--- config.mk ---
export PLATFORM = sky130hd
export DESIGN_NAME = sib1_pdsch_grant_decoder
export DESIGN_NICKNAME = d
export VERILOG_FILES = /design/src/sib1_pkg.sv /design/src/sib1_pdsch_grant_decoder.sv /design/src/sib1_front.sv /design/src/sib1_queue.sv /design/src/sib1_back.sv
export SDC_FILE = /design/constraint.sdc
export NUM_CORES = 2
export LEC_CHECK = 0
export ABC_AREA = 1
export ABC_CLOCK_PERIOD_IN_PS = 56100
export BUFFER_PORTS_ARGS = -buffer_cell sky130_fd_sc_hd__buf_4
export CAP_MARGIN = 20
export CORE_UTILIZATION = 32
export DETAILED_ROUTE_END_ITERATION = 10
export GPL_ROUTABILITY_DRIVEN = 1
export SLEW_MARGIN = 10
export SYNTH_ARGS = -nofsm -noshare
export SYNTH_HDL_FRONTEND = slang
export SYNTH_SLANG_ARGS = --single-unit
--- constraint.sdc ---
create_clock -name clock -period 56.1 [get_ports clock]
set_input_delay 8.415 -clock clock [delete_from_list [all_inputs] [get_ports clock]]
set_output_delay 8.415 -clock clock [all_outputs]
set_load 0.02 [all_outputs]
--- src/sib1_pkg.sv ---
// Package: shared types, constants and tables of the SIB1 PDSCH grant decoder.
package sib1_pkg;

   localparam int MaxBwpRbsDefault = 275;
   localparam int RivWidth = 16;
   localparam int QuotWidth = 16;
   localparam int QueueDepth = 4;

   localparam logic [1:0] StatusOk = 2'd0;
   localparam logic [1:0] StatusNoRow = 2'd1;
   localparam logic [1:0] StatusBadMcs = 2'd2;

   localparam logic [1:0] CsrBwpSize = 2'd0;
   localparam logic [1:0] CsrDmrsPos = 2'd1;
   localparam logic [1:0] CsrMuxPattern = 2'd2;

   localparam logic [4:0] McsMax = 5'd28;

   typedef struct packed {
      logic [1:0] status;
      logic       mapping_type;
      logic       slot_offset;
      logic [3:0] start_symbol;
      logic [3:0] symbol_count;
      logic [1:0] dmrs_extra_position;
      logic [1:0] cdm_groups_no_data;
      logic [9:0] code_rate_x1024;
      logic       vrb_interleaved;
      logic [1:0] redundancy_version_out;
   } class_type;

   // row: valid, mapping, k0, S2, L2, S3, L3
   typedef struct packed {
      logic       valid;
      logic       mapping;
      logic       k0;
      logic [3:0] s2;
      logic [3:0] l2;
      logic [3:0] s3;
      logic [3:0] l3;
   } row_type;

   function automatic row_type r(input int v, input int m, input int k, input int s2,
                                 input int l2, input int s3, input int l3);
      row_type x;
      x.valid = v[0];
      x.mapping = m[0];
      x.k0 = k[0];
      x.s2 = s2[3:0];
      x.l2 = l2[3:0];
      x.s3 = s3[3:0];
      x.l3 = l3[3:0];
      return x;
   endfunction

   function automatic row_type time_row(input logic [1:0] pat, input logic [3:0] idx);
      row_type x;
      x = r(0, 0, 0, 0, 0, 0, 0);
      if (pat == 2'd1) begin
         case (idx)
            4'd0: x = r(1, 0, 0, 2, 12, 3, 11);
            4'd1: x = r(1, 0, 0, 2, 10, 3, 9);
            4'd2: x = r(1, 0, 0, 2, 9, 3, 8);
            4'd3: x = r(1, 0, 0, 2, 7, 3, 6);
            4'd4: x = r(1, 0, 0, 2, 5, 3, 4);
            4'd5: x = r(1, 1, 0, 9, 4, 10, 4);
            4'd6: x = r(1, 1, 0, 4, 4, 6, 4);
            4'd7: x = r(1, 1, 0, 5, 7, 5, 7);
            4'd8: x = r(1, 1, 0, 5, 2, 5, 2);
            4'd9: x = r(1, 1, 0, 9, 2, 9, 2);
            4'd10: x = r(1, 1, 0, 12, 2, 12, 2);
            4'd11: x = r(1, 0, 0, 1, 13, 1, 13);
            4'd12: x = r(1, 0, 0, 1, 6, 1, 6);
            4'd13: x = r(1, 0, 0, 2, 4, 2, 4);
            4'd14: x = r(1, 1, 0, 4, 7, 4, 7);
            default: x = r(1, 1, 0, 8, 4, 8, 4);
         endcase
      end else if (pat == 2'd2) begin
         case (idx)
            4'd0: x = r(1, 1, 0, 2, 2, 2, 2);
            4'd1: x = r(1, 1, 0, 4, 2, 4, 2);
            4'd2: x = r(1, 1, 0, 6, 2, 6, 2);
            4'd3: x = r(1, 1, 0, 8, 2, 8, 2);
            4'd4: x = r(1, 1, 0, 10, 2, 10, 2);
            4'd5: x = r(1, 1, 1, 2, 2, 2, 2);
            4'd6: x = r(1, 1, 1, 4, 2, 4, 2);
            4'd7: x = r(1, 1, 0, 2, 4, 2, 4);
            4'd8: x = r(1, 1, 0, 4, 4, 4, 4);
            4'd9: x = r(1, 1, 0, 6, 4, 6, 4);
            4'd10: x = r(1, 1, 0, 8, 4, 8, 4);
            4'd11: x = r(1, 1, 0, 10, 4, 10, 4);
            4'd12: x = r(1, 1, 0, 2, 7, 2, 7);
            4'd13: x = r(1, 0, 0, 2, 12, 3, 11);
            4'd14: x = r(1, 1, 1, 2, 4, 2, 4);
            default: x = r(0, 0, 0, 0, 0, 0, 0);
         endcase
      end else if (pat == 2'd3) begin
         case (idx)
            4'd0: x = r(1, 1, 0, 2, 2, 2, 2);
            4'd1: x = r(1, 1, 0, 4, 2, 4, 2);
            4'd2: x = r(1, 1, 0, 6, 2, 6, 2);
            4'd3: x = r(1, 1, 0, 8, 2, 8, 2);
            4'd4: x = r(1, 1, 0, 10, 2, 10, 2);
            4'd7: x = r(1, 1, 0, 2, 4, 2, 4);
            4'd8: x = r(1, 1, 0, 4, 4, 4, 4);
            4'd9: x = r(1, 1, 0, 6, 4, 6, 4);
            4'd10: x = r(1, 1, 0, 8, 4, 8, 4);
            4'd11: x = r(1, 1, 0, 10, 4, 10, 4);
            4'd12: x = r(1, 1, 0, 2, 7, 2, 7);
            4'd13: x = r(1, 0, 0, 2, 12, 3, 11);
            4'd14: x = r(1, 0, 0, 0, 6, 0, 6);
            4'd15: x = r(1, 0, 0, 2, 6, 2, 6);
            default: x = r(0, 0, 0, 0, 0, 0, 0);
         endcase
      end
      return x;
   endfunction

   function automatic logic [9:0] code_rate(input logic [4:0] mcs);
      logic [9:0] v;
      unique case (mcs)
         5'd0: v = 10'd120;  5'd1: v = 10'd157;  5'd2: v = 10'd193;  5'd3: v = 10'd251;
         5'd4: v = 10'd308;  5'd5: v = 10'd379;  5'd6: v = 10'd449;  5'd7: v = 10'd526;
         5'd8: v = 10'd602;  5'd9: v = 10'd679;  5'd10: v = 10'd340; 5'd11: v = 10'd378;
         5'd12: v = 10'd434; 5'd13: v = 10'd490; 5'd14: v = 10'd553; 5'd15: v = 10'd616;
         5'd16: v = 10'd658; 5'd17: v = 10'd438; 5'd18: v = 10'd466; 5'd19: v = 10'd517;
         5'd20: v = 10'd567; 5'd21: v = 10'd616; 5'd22: v = 10'd666; 5'd23: v = 10'd719;
         5'd24: v = 10'd772; 5'd25: v = 10'd822; 5'd26: v = 10'd873; 5'd27: v = 10'd910;
         5'd28: v = 10'd948;
         default: v = 10'd0;
      endcase
      return v;
   endfunction

endpackage

--- src/sib1_pdsch_grant_decoder.sv ---
// Top level: SIB1 PDSCH grant decoder.
// Throughput: one grant per cycle while rsp_stall is low;
// the back end divider is 16 stages, one quotient bit each.
// A 4-entry queue decouples the front classifier from the back end.
// Synchronous active-high reset clears valids; registers return to 24, 2, 1.
module sib1_pdsch_grant_decoder import sib1_pkg::*; #(
   parameter int MAX_BWP_RBS = MaxBwpRbsDefault
) (
   input  logic        clock,
   input  logic        reset,
   input  logic        csr_write,
   input  logic [1:0]  csr_index,
   input  logic [8:0]  csr_data,
   input  logic        req_valid,
   output logic        req_stall,
   input  logic [15:0] req_riv,
   input  logic [3:0]  req_time_alloc_index,
   input  logic        req_vrb_to_prb_mapping,
   input  logic [4:0]  req_mcs_index,
   input  logic [1:0]  req_redundancy_version_in,
   output logic        rsp_valid,
   input  logic        rsp_stall,
   output logic [1:0]  rsp_status,
   output logic [8:0]  rsp_rb_start,
   output logic [8:0]  rsp_rb_count,
   output logic        rsp_mapping_type,
   output logic        rsp_slot_offset,
   output logic [3:0]  rsp_start_symbol,
   output logic [3:0]  rsp_symbol_count,
   output logic [1:0]  rsp_dmrs_extra_position,
   output logic [1:0]  rsp_cdm_groups_no_data,
   output logic [9:0]  rsp_code_rate_x1024,
   output logic        rsp_vrb_interleaved,
   output logic [1:0]  rsp_redundancy_version_out
);

   localparam int NW = $clog2(MAX_BWP_RBS + 1);
   localparam int QW = RivWidth + NW + $bits(class_type);

   logic [8:0] bwp_ff;
   logic [1:0] dmrs_ff, mux_ff;

   logic                f_valid, f_stall;
   logic [RivWidth-1:0] f_riv;
   logic [NW-1:0]       f_n;
   class_type           f_cls;
   logic                q_valid, q_stall;
   logic [QW-1:0]       q_data;
   logic [8:0]          start, count;
   class_type           cls;

   always_ff @(posedge clock) begin
      if (reset) begin
         bwp_ff <= 9'd24;
         dmrs_ff <= 2'd2;
         mux_ff <= 2'd1;
      end else if (csr_write) begin
         case (csr_index)
            CsrBwpSize: bwp_ff <= csr_data;
            CsrDmrsPos: dmrs_ff <= csr_data[1:0];
            CsrMuxPattern: mux_ff <= csr_data[1:0];
            default: ;
         endcase
      end
   end

   sib1_front #(.MAX_BWP_RBS(MAX_BWP_RBS)) u_front (
      .clock, .reset,
      .bwp_size(bwp_ff), .dmrs_pos(dmrs_ff), .mux_pattern(mux_ff),
      .in_valid(req_valid), .in_stall(req_stall),
      .in_riv(req_riv), .in_tdra(req_time_alloc_index), .in_vrb(req_vrb_to_prb_mapping),
      .in_mcs(req_mcs_index), .in_rv(req_redundancy_version_in),
      .out_valid(f_valid), .out_stall(f_stall),
      .out_riv(f_riv), .out_n(f_n), .out_cls(f_cls)
   );

   sib1_queue #(.W(QW), .DEPTH(QueueDepth)) u_queue (
      .clock, .reset,
      .in_valid(f_valid), .in_stall(f_stall), .in_data({f_riv, f_n, f_cls}),
      .out_valid(q_valid), .out_stall(q_stall), .out_data(q_data)
   );

   sib1_back #(.MAX_BWP_RBS(MAX_BWP_RBS)) u_back (
      .clock, .reset,
      .in_valid(q_valid), .in_stall(q_stall),
      .in_riv(q_data[QW-1 -: RivWidth]), .in_n(q_data[$bits(class_type) +: NW]),
      .in_cls(class_type'(q_data[$bits(class_type)-1:0])),
      .out_valid(rsp_valid), .out_stall(rsp_stall),
      .out_start(start), .out_count(count), .out_cls(cls)
   );

   assign rsp_status = cls.status;
   assign rsp_rb_start = start;
   assign rsp_rb_count = count;
   assign rsp_mapping_type = cls.mapping_type;
   assign rsp_slot_offset = cls.slot_offset;
   assign rsp_start_symbol = cls.start_symbol;
   assign rsp_symbol_count = cls.symbol_count;
   assign rsp_dmrs_extra_position = cls.dmrs_extra_position;
   assign rsp_cdm_groups_no_data = cls.cdm_groups_no_data;
   assign rsp_code_rate_x1024 = cls.code_rate_x1024;
   assign rsp_vrb_interleaved = cls.vrb_interleaved;
   assign rsp_redundancy_version_out = cls.redundancy_version_out;

endmodule

--- src/sib1_front.sv ---
// Front end: register the grant, clamp the BWP size and classify the time row and MCS.
module sib1_front import sib1_pkg::*; #(
   parameter int MAX_BWP_RBS = MaxBwpRbsDefault,
   localparam int NW = $clog2(MAX_BWP_RBS + 1)
) (
   input  logic                clock,
   input  logic                reset,
   input  logic [8:0]          bwp_size,
   input  logic [1:0]          dmrs_pos,
   input  logic [1:0]          mux_pattern,
   input  logic                in_valid,
   output logic                in_stall,
   input  logic [RivWidth-1:0] in_riv,
   input  logic [3:0]          in_tdra,
   input  logic                in_vrb,
   input  logic [4:0]          in_mcs,
   input  logic [1:0]          in_rv,
   output logic                out_valid,
   input  logic                out_stall,
   output logic [RivWidth-1:0] out_riv,
   output logic [NW-1:0]       out_n,
   output class_type           out_cls
);

   logic                valid_ff, valid_in;
   logic [RivWidth-1:0] riv_ff;
   logic [NW-1:0]       n_ff, n_in;
   class_type           cls_ff, cls_in;
   row_type             row;
   logic                row_ok;
   logic [3:0]          sym_l;

   assign in_stall = valid_ff && out_stall;
   assign valid_in = in_valid ? 1'b1 : (valid_ff && out_stall);

   always_comb begin
      if (bwp_size == 9'd0) n_in = NW'(1);
      else if ({1'b0, bwp_size} > 10'(MAX_BWP_RBS)) n_in = NW'(MAX_BWP_RBS);
      else n_in = NW'(bwp_size);
   end

   always_comb begin
      row = time_row(mux_pattern, in_tdra);
      row_ok = row.valid && (dmrs_pos == 2'd2 || dmrs_pos == 2'd3);
      cls_in = '0;
      cls_in.status = StatusOk;
      cls_in.symbol_count = 4'd14;
      if (row_ok) begin
         cls_in.mapping_type = row.mapping;
         cls_in.slot_offset = row.k0;
         cls_in.start_symbol = (dmrs_pos == 2'd2) ? row.s2 : row.s3;
         cls_in.symbol_count = (dmrs_pos == 2'd2) ? row.l2 : row.l3;
      end else begin
         cls_in.status = StatusNoRow;
      end
      sym_l = cls_in.symbol_count;
      cls_in.cdm_groups_no_data = (sym_l == 4'd2) ? 2'd1 : 2'd2;
      if (!cls_in.mapping_type) cls_in.dmrs_extra_position = 2'd2;
      else if (sym_l == 4'd7) cls_in.dmrs_extra_position = 2'd1;
      else cls_in.dmrs_extra_position = 2'd0;
      if (in_mcs <= McsMax) cls_in.code_rate_x1024 = code_rate(in_mcs);
      else if (row_ok) cls_in.status = StatusBadMcs;
      cls_in.vrb_interleaved = in_vrb;
      cls_in.redundancy_version_out = in_rv;
   end

   always_ff @(posedge clock) begin
      if (reset) begin
         valid_ff <= 1'b0;
      end else if (!in_stall) begin
         valid_ff <= valid_in;
      end
      if (!in_stall && in_valid) begin
         riv_ff <= in_riv;
         n_ff <= n_in;
         cls_ff <= cls_in;
      end
   end

   assign out_valid = valid_ff;
   assign out_riv = riv_ff;
   assign out_n = n_ff;
   assign out_cls = cls_ff;

endmodule

--- src/sib1_queue.sv ---
// Short queue between front and back end.
module sib1_queue import sib1_pkg::*; #(
   parameter int W = 8,
   parameter int DEPTH = QueueDepth
) (
   input  logic         clock,
   input  logic         reset,
   input  logic         in_valid,
   output logic         in_stall,
   input  logic [W-1:0] in_data,
   output logic         out_valid,
   input  logic         out_stall,
   output logic [W-1:0] out_data
);

   localparam int AW = $clog2(DEPTH);

   logic [W-1:0]  mem [DEPTH];
   logic [AW-1:0] wr_ff, wr_in, rd_ff, rd_in;
   logic [AW:0]   cnt_ff, cnt_in;
   logic          push, pop;

   assign in_stall = (cnt_ff == (AW+1)'(DEPTH));
   assign out_valid = (cnt_ff != '0);
   assign out_data = mem[rd_ff];
   assign push = in_valid && !in_stall;
   assign pop = out_valid && !out_stall;
   assign wr_in = (wr_ff == AW'(DEPTH - 1)) ? '0 : wr_ff + 1'b1;
   assign rd_in = (rd_ff == AW'(DEPTH - 1)) ? '0 : rd_ff + 1'b1;
   assign cnt_in = cnt_ff + (AW+1)'(push) - (AW+1)'(pop);

   always_ff @(posedge clock) begin
      if (reset) begin
         wr_ff <= '0;
         rd_ff <= '0;
         cnt_ff <= '0;
      end else begin
         if (push) wr_ff <= wr_in;
         if (pop) rd_ff <= rd_in;
         cnt_ff <= cnt_in;
      end
      if (push) mem[wr_ff] <= in_data;
   end

endmodule

--- src/sib1_back.sv ---
// Back end: pipelined RIV divider, wrap folding and output register.
module sib1_back import sib1_pkg::*; #(
   parameter int MAX_BWP_RBS = MaxBwpRbsDefault,
   localparam int NW = $clog2(MAX_BWP_RBS + 1)
) (
   input  logic                clock,
   input  logic                reset,
   input  logic                in_valid,
   output logic                in_stall,
   input  logic [RivWidth-1:0] in_riv,
   input  logic [NW-1:0]       in_n,
   input  class_type           in_cls,
   output logic                out_valid,
   input  logic                out_stall,
   output logic [8:0]          out_start,
   output logic [8:0]          out_count,
   output class_type           out_cls
);

   // one quotient bit per stage, restoring division
   localparam int S = RivWidth;

   logic                v_ff [S+1];
   logic [RivWidth-1:0] rem_ff [S+1];
   logic [QuotWidth-1:0] q_ff [S+1];
   logic [NW-1:0]       n_ff [S+1];
   class_type           c_ff [S+1];
   logic                adv;
   logic [RivWidth-1:0] rem_in [S];
   logic [QuotWidth-1:0] q_in [S];

   logic                ov_ff;
   logic [8:0]          st_ff, st_in, ct_ff, ct_in;
   class_type           oc_ff;
   logic [QuotWidth-1:0] a;
   logic [RivWidth-1:0] b;
   logic [NW-1:0]       n;

   assign adv = !(ov_ff && out_stall);
   assign in_stall = !adv;

   always_comb begin
      for (int i = 0; i < S; i++) begin
         logic [RivWidth+NW-1:0] t;
         logic [RivWidth+NW-1:0] d;
         t = {{NW{1'b0}}, rem_ff[i]} >> (S - 1 - i);
         d = {{RivWidth{1'b0}}, n_ff[i]};
         rem_in[i] = rem_ff[i];
         q_in[i] = q_ff[i];
         if (t >= d) begin
            rem_in[i] = rem_ff[i] - RivWidth'(d << (S - 1 - i));
            q_in[i][S-1-i] = 1'b1;
         end
      end
   end

   always_ff @(posedge clock) begin
      if (reset) begin
         for (int i = 0; i <= S; i++) v_ff[i] <= 1'b0;
         ov_ff <= 1'b0;
      end else if (adv) begin
         v_ff[0] <= in_valid;
         for (int i = 0; i < S; i++) v_ff[i+1] <= v_ff[i];
         ov_ff <= v_ff[S];
      end
      if (adv) begin
         rem_ff[0] <= in_riv;
         q_ff[0] <= '0;
         n_ff[0] <= in_n;
         c_ff[0] <= in_cls;
         for (int i = 0; i < S; i++) begin
            rem_ff[i+1] <= rem_in[i];
            q_ff[i+1] <= q_in[i];
            n_ff[i+1] <= n_ff[i];
            c_ff[i+1] <= c_ff[i];
         end
         st_ff <= st_in;
         ct_ff <= ct_in;
         oc_ff <= c_ff[S];
      end
   end

   always_comb begin
      a = q_ff[S];
      b = rem_ff[S];
      n = n_ff[S];
      if ({1'b0, a} + 17'd1 <= 17'(n) - 17'(b)) begin
         st_in = 9'(b);
         ct_in = 9'(a + 1'b1);
      end else if (a <= QuotWidth'(n)) begin
         st_in = 9'(n - 1'b1 - NW'(b));
         ct_in = 9'(QuotWidth'(n) - a + 1'b1);
      end else begin
         st_in = '0;
         ct_in = '0;
      end
   end

   assign out_valid = ov_ff;
   assign out_start = st_ff;
   assign out_count = ct_ff;
   assign out_cls = oc_ff;

endmodule

==> results.cfg <==
[route]
routed_wl_um = 92770
initialDrtViolationCount = 2074
detail_route.vias_per_cell = 4.428
drtPass1Iterations = 5
final_antenna_net_count = 0
wl_per_cell_um = 14.28
drcViolationCount = 0
vias = 28780

[placement]
dp_slack_ns = 43.75
dp_hpwl_um = 59620
port_buffers = 92
gp_congestion = 0.8401

[job]
drv_cap = 0

[power_and_ir_drop]
p_clk_share_pct = 24.3
vdd_drop_max_uv = 33.07
internal-power_mw = 2.704
power.net_switching_mw = 1.286
combPwrFrac_pct = 28.3
leakage_nw = 24.79
power.density_mw_per_mm2 = 62.33
power.share.switching_pct = 32.23
seq_power_share_pct = 47.5

[cells_and_area]
fill_cells = 16170
layout_common_cells = 1388 x edfxtp_1, 542 x nand2_1, 383 x inv_1, 284 x nor2_1, 221 x o21ai_0
n_antenna_cell = 0
final_core_util_pct = 37.19
nets = 4311
drive_above_1_share_pct = 9.957
syn_to_final_growth_pct = 15.08
final_common_cell = edfxtp_1

[logic_synthesis]
synth_ff_type = edfxtp_1
syn_area_per_cell_um2 = 14.36
netlist_area_mm2 = 0.05562
synth_edf_count = 1388
yosysWarnings = 0
yosysSeqAreaShare_pct = 75.80
syn_inst = 3874
ys_types = 60
ys_seq_elements = 1412
synth_nets = 4115
async_flop_share_pct = 0

[floorplanning]
num_rows = 152
initial_core_util_pct = 32.32
die_y_um = 418.9
die_w_um = 418.9
coreArea_mm2 = 0.1721
io_pins = 93
die_area_mm2 = 0.1755

[clock_tree]
clockBufferDepth = 3
clk_latency_ns = 0.79
cts_tree = built
cts_hold_buf = 0
cts_sinks = 1412
cts_setup_buffers = 0
numCtsBuffers = 148
h-tree-depth = 4
ctsRootBufferMaster = clkbuf_16
path_clk_slew_ns = 0.06
post_cts_resized = 0

[worst_setup_path]
max_stage_delay_ns = 0.92
r2r_cells = 18
worstPathRequired_ns = 56.45
crit_path_max_fanout = 87
cp_data_arrival_time_ns = 11.83
path_cells = buf_4, nand2_4, buf_4, buf_4, buf_4
start_kind = input pin
path_class = in -> reg
path_common_cell = buf_4
cp-end-kind = flop
crit_slowest_cell = buf_4

[global_route]
grt_pass1_vias = 28690
grt_start_max_net_pins = 199
grt_overflow = 0
track_usage_pct = 10.58
antenna_found_initial = 2
grt_pass1_wl_um = 148900

[sta]
setup_tns_ns = 0
max_slew.worst_pin.slew_ns = 1.092
min_period_ns = 11.48
setup_violations = 0
fmax_mhz = 87.10
maxSlewViolCount = 0
slew_headroom_pct = 27.21
hold_viol = 0
fin_crit_sh_pct = 20.46
setup_ws_ns = 44.62
skew_ns = 0.06942
rsz0062_at_grt = false

[status]
status = finished clean

[min_path]
min_path_cells = 0
hold_path_class = reg -> reg
[synth_stat cells, types with 18 or more instances]
cell | instances | share of area [%]
edfxtp_1 | 1388 | 75
nand2_1 | 543 | 3.7
inv_1 | 385 | 2.6
nor2_1 | 288 | 1.9
o21ai_0 | 221 | 2.0
ha_1 | 179 | 4.0
a21oi_1 | 142 | 1.3
nand3_1 | 125 | 1.1
o21ai_1 | 74 | 0.67
o22ai_1 | 58 | 0.65
xor2_1 | 57 | 0.90
xnor2_1 | 48 | 0.76
nand4_1 | 39 | 0.44
clkbuf_1 | 37 | 0.25
nor3_1 | 28 | 0.25
dfxtp_1 | 24 | 0.86
nand3b_1 | 21 | 0.28
fa_1 | 18 | 0.65
[power groups by stage]
stage	logic, mW	clock network [mW]	registers, mW
after floorplan	0.853	0	1.86
after global placement	1.11	0	1.91
after detailed placement	1.13	0	1.92
after CTS	1.13	1.00	1.91
after global routing	1.29	1.04	1.94
final	1.13	0.969	1.89
[worst max-delay path, delay by kind of cell]
| kind | cells | cell delay [ns] |
|---|---|---|
| buf+inv | 4 | 2.75 |
| simple gates | 1 | 0.46 |
[per-stage QoR]
stage / instance area [um2] / hold slack [ns] / cells / power (mW)
6_report: 64010 / 0.3851 / 6498 / 3.990
3_5_place_dp: 59030 / 0.4045 / 6229 / 3.055
4_1_cts: 63980 / 0.3860 / 6497 / 4.044
2_1_floorplan: 55620 / 0.4003 / 3874 / 2.710
3_3_place_gp: 59030 / 0.4002 / 6229 / 3.024
5_1_grt: 64010 / 0.4065 / 6498 / 4.271
[cell type report]
class	count	area [um2]	share of cell area, %
Clock buffer	177	3812	5.956
Clock inverter	91	1135	1.773
Inverter	403	1523	2.379
Multi-Input combinational cell	1991	11580	18.10
Sequential cell	1412	42160	65.87
Tap cell	2310	2890	4.516
Timing Repair Buffer	114	900.9	1.407
[registers in the layout (all words and copies together), names as in the netlist, 16 cells and up, named ones only]
signal / count
u_back.c_ff: 493
u_back.n_ff: 153
u_back.q_ff: 136
u_queue.mem: 216
u_front.out_cls: 29
u_front.out_riv: 16
u_back.out_cls: 29
u_back.v_ff: 17
u_back.rem_ff: 272
[cells by family (layout without fill, tap and decap cells)]
group                    after synthesis  after routing  synth area share, %
flip-flops                          1412           1412                75.80
AND/OR/NAND/NOR                     1104           1104                8.496
AO/OA/AOI/OAI                        585            585                5.934
buffers and inverters                471            785                3.442
adder cells (fa/ha/maj)              197            197                4.675
XOR/XNOR                             105            105                1.653
[path summary, 6_finish.rpt]
| path | start | end | slack [ns] |
|---|---|---|---|
| max | rsp_stall | u_back.out_count[1] | 44.62 |
| min | u_back.q_ff[3][53] | u_back.q_ff[4][5] | 0.39 |
| max reg2reg | u_back.n_ff[0][146] | u_back.out_count[8] | 51.89 |
| min reg2reg | u_back.q_ff[3][53] | u_back.q_ff[4][5] | 0.39 |
[per-layer routing]
layer	up-vias	routed length, um	GRT usage [%]
met5	-	0	0
met4	0	2310	3.719
met3	157	3852	2.285
met2	479	47010	18.56
met1	13850	39600	12.73
li1	14300	-	-
Power figures use the tool's default switching activity.
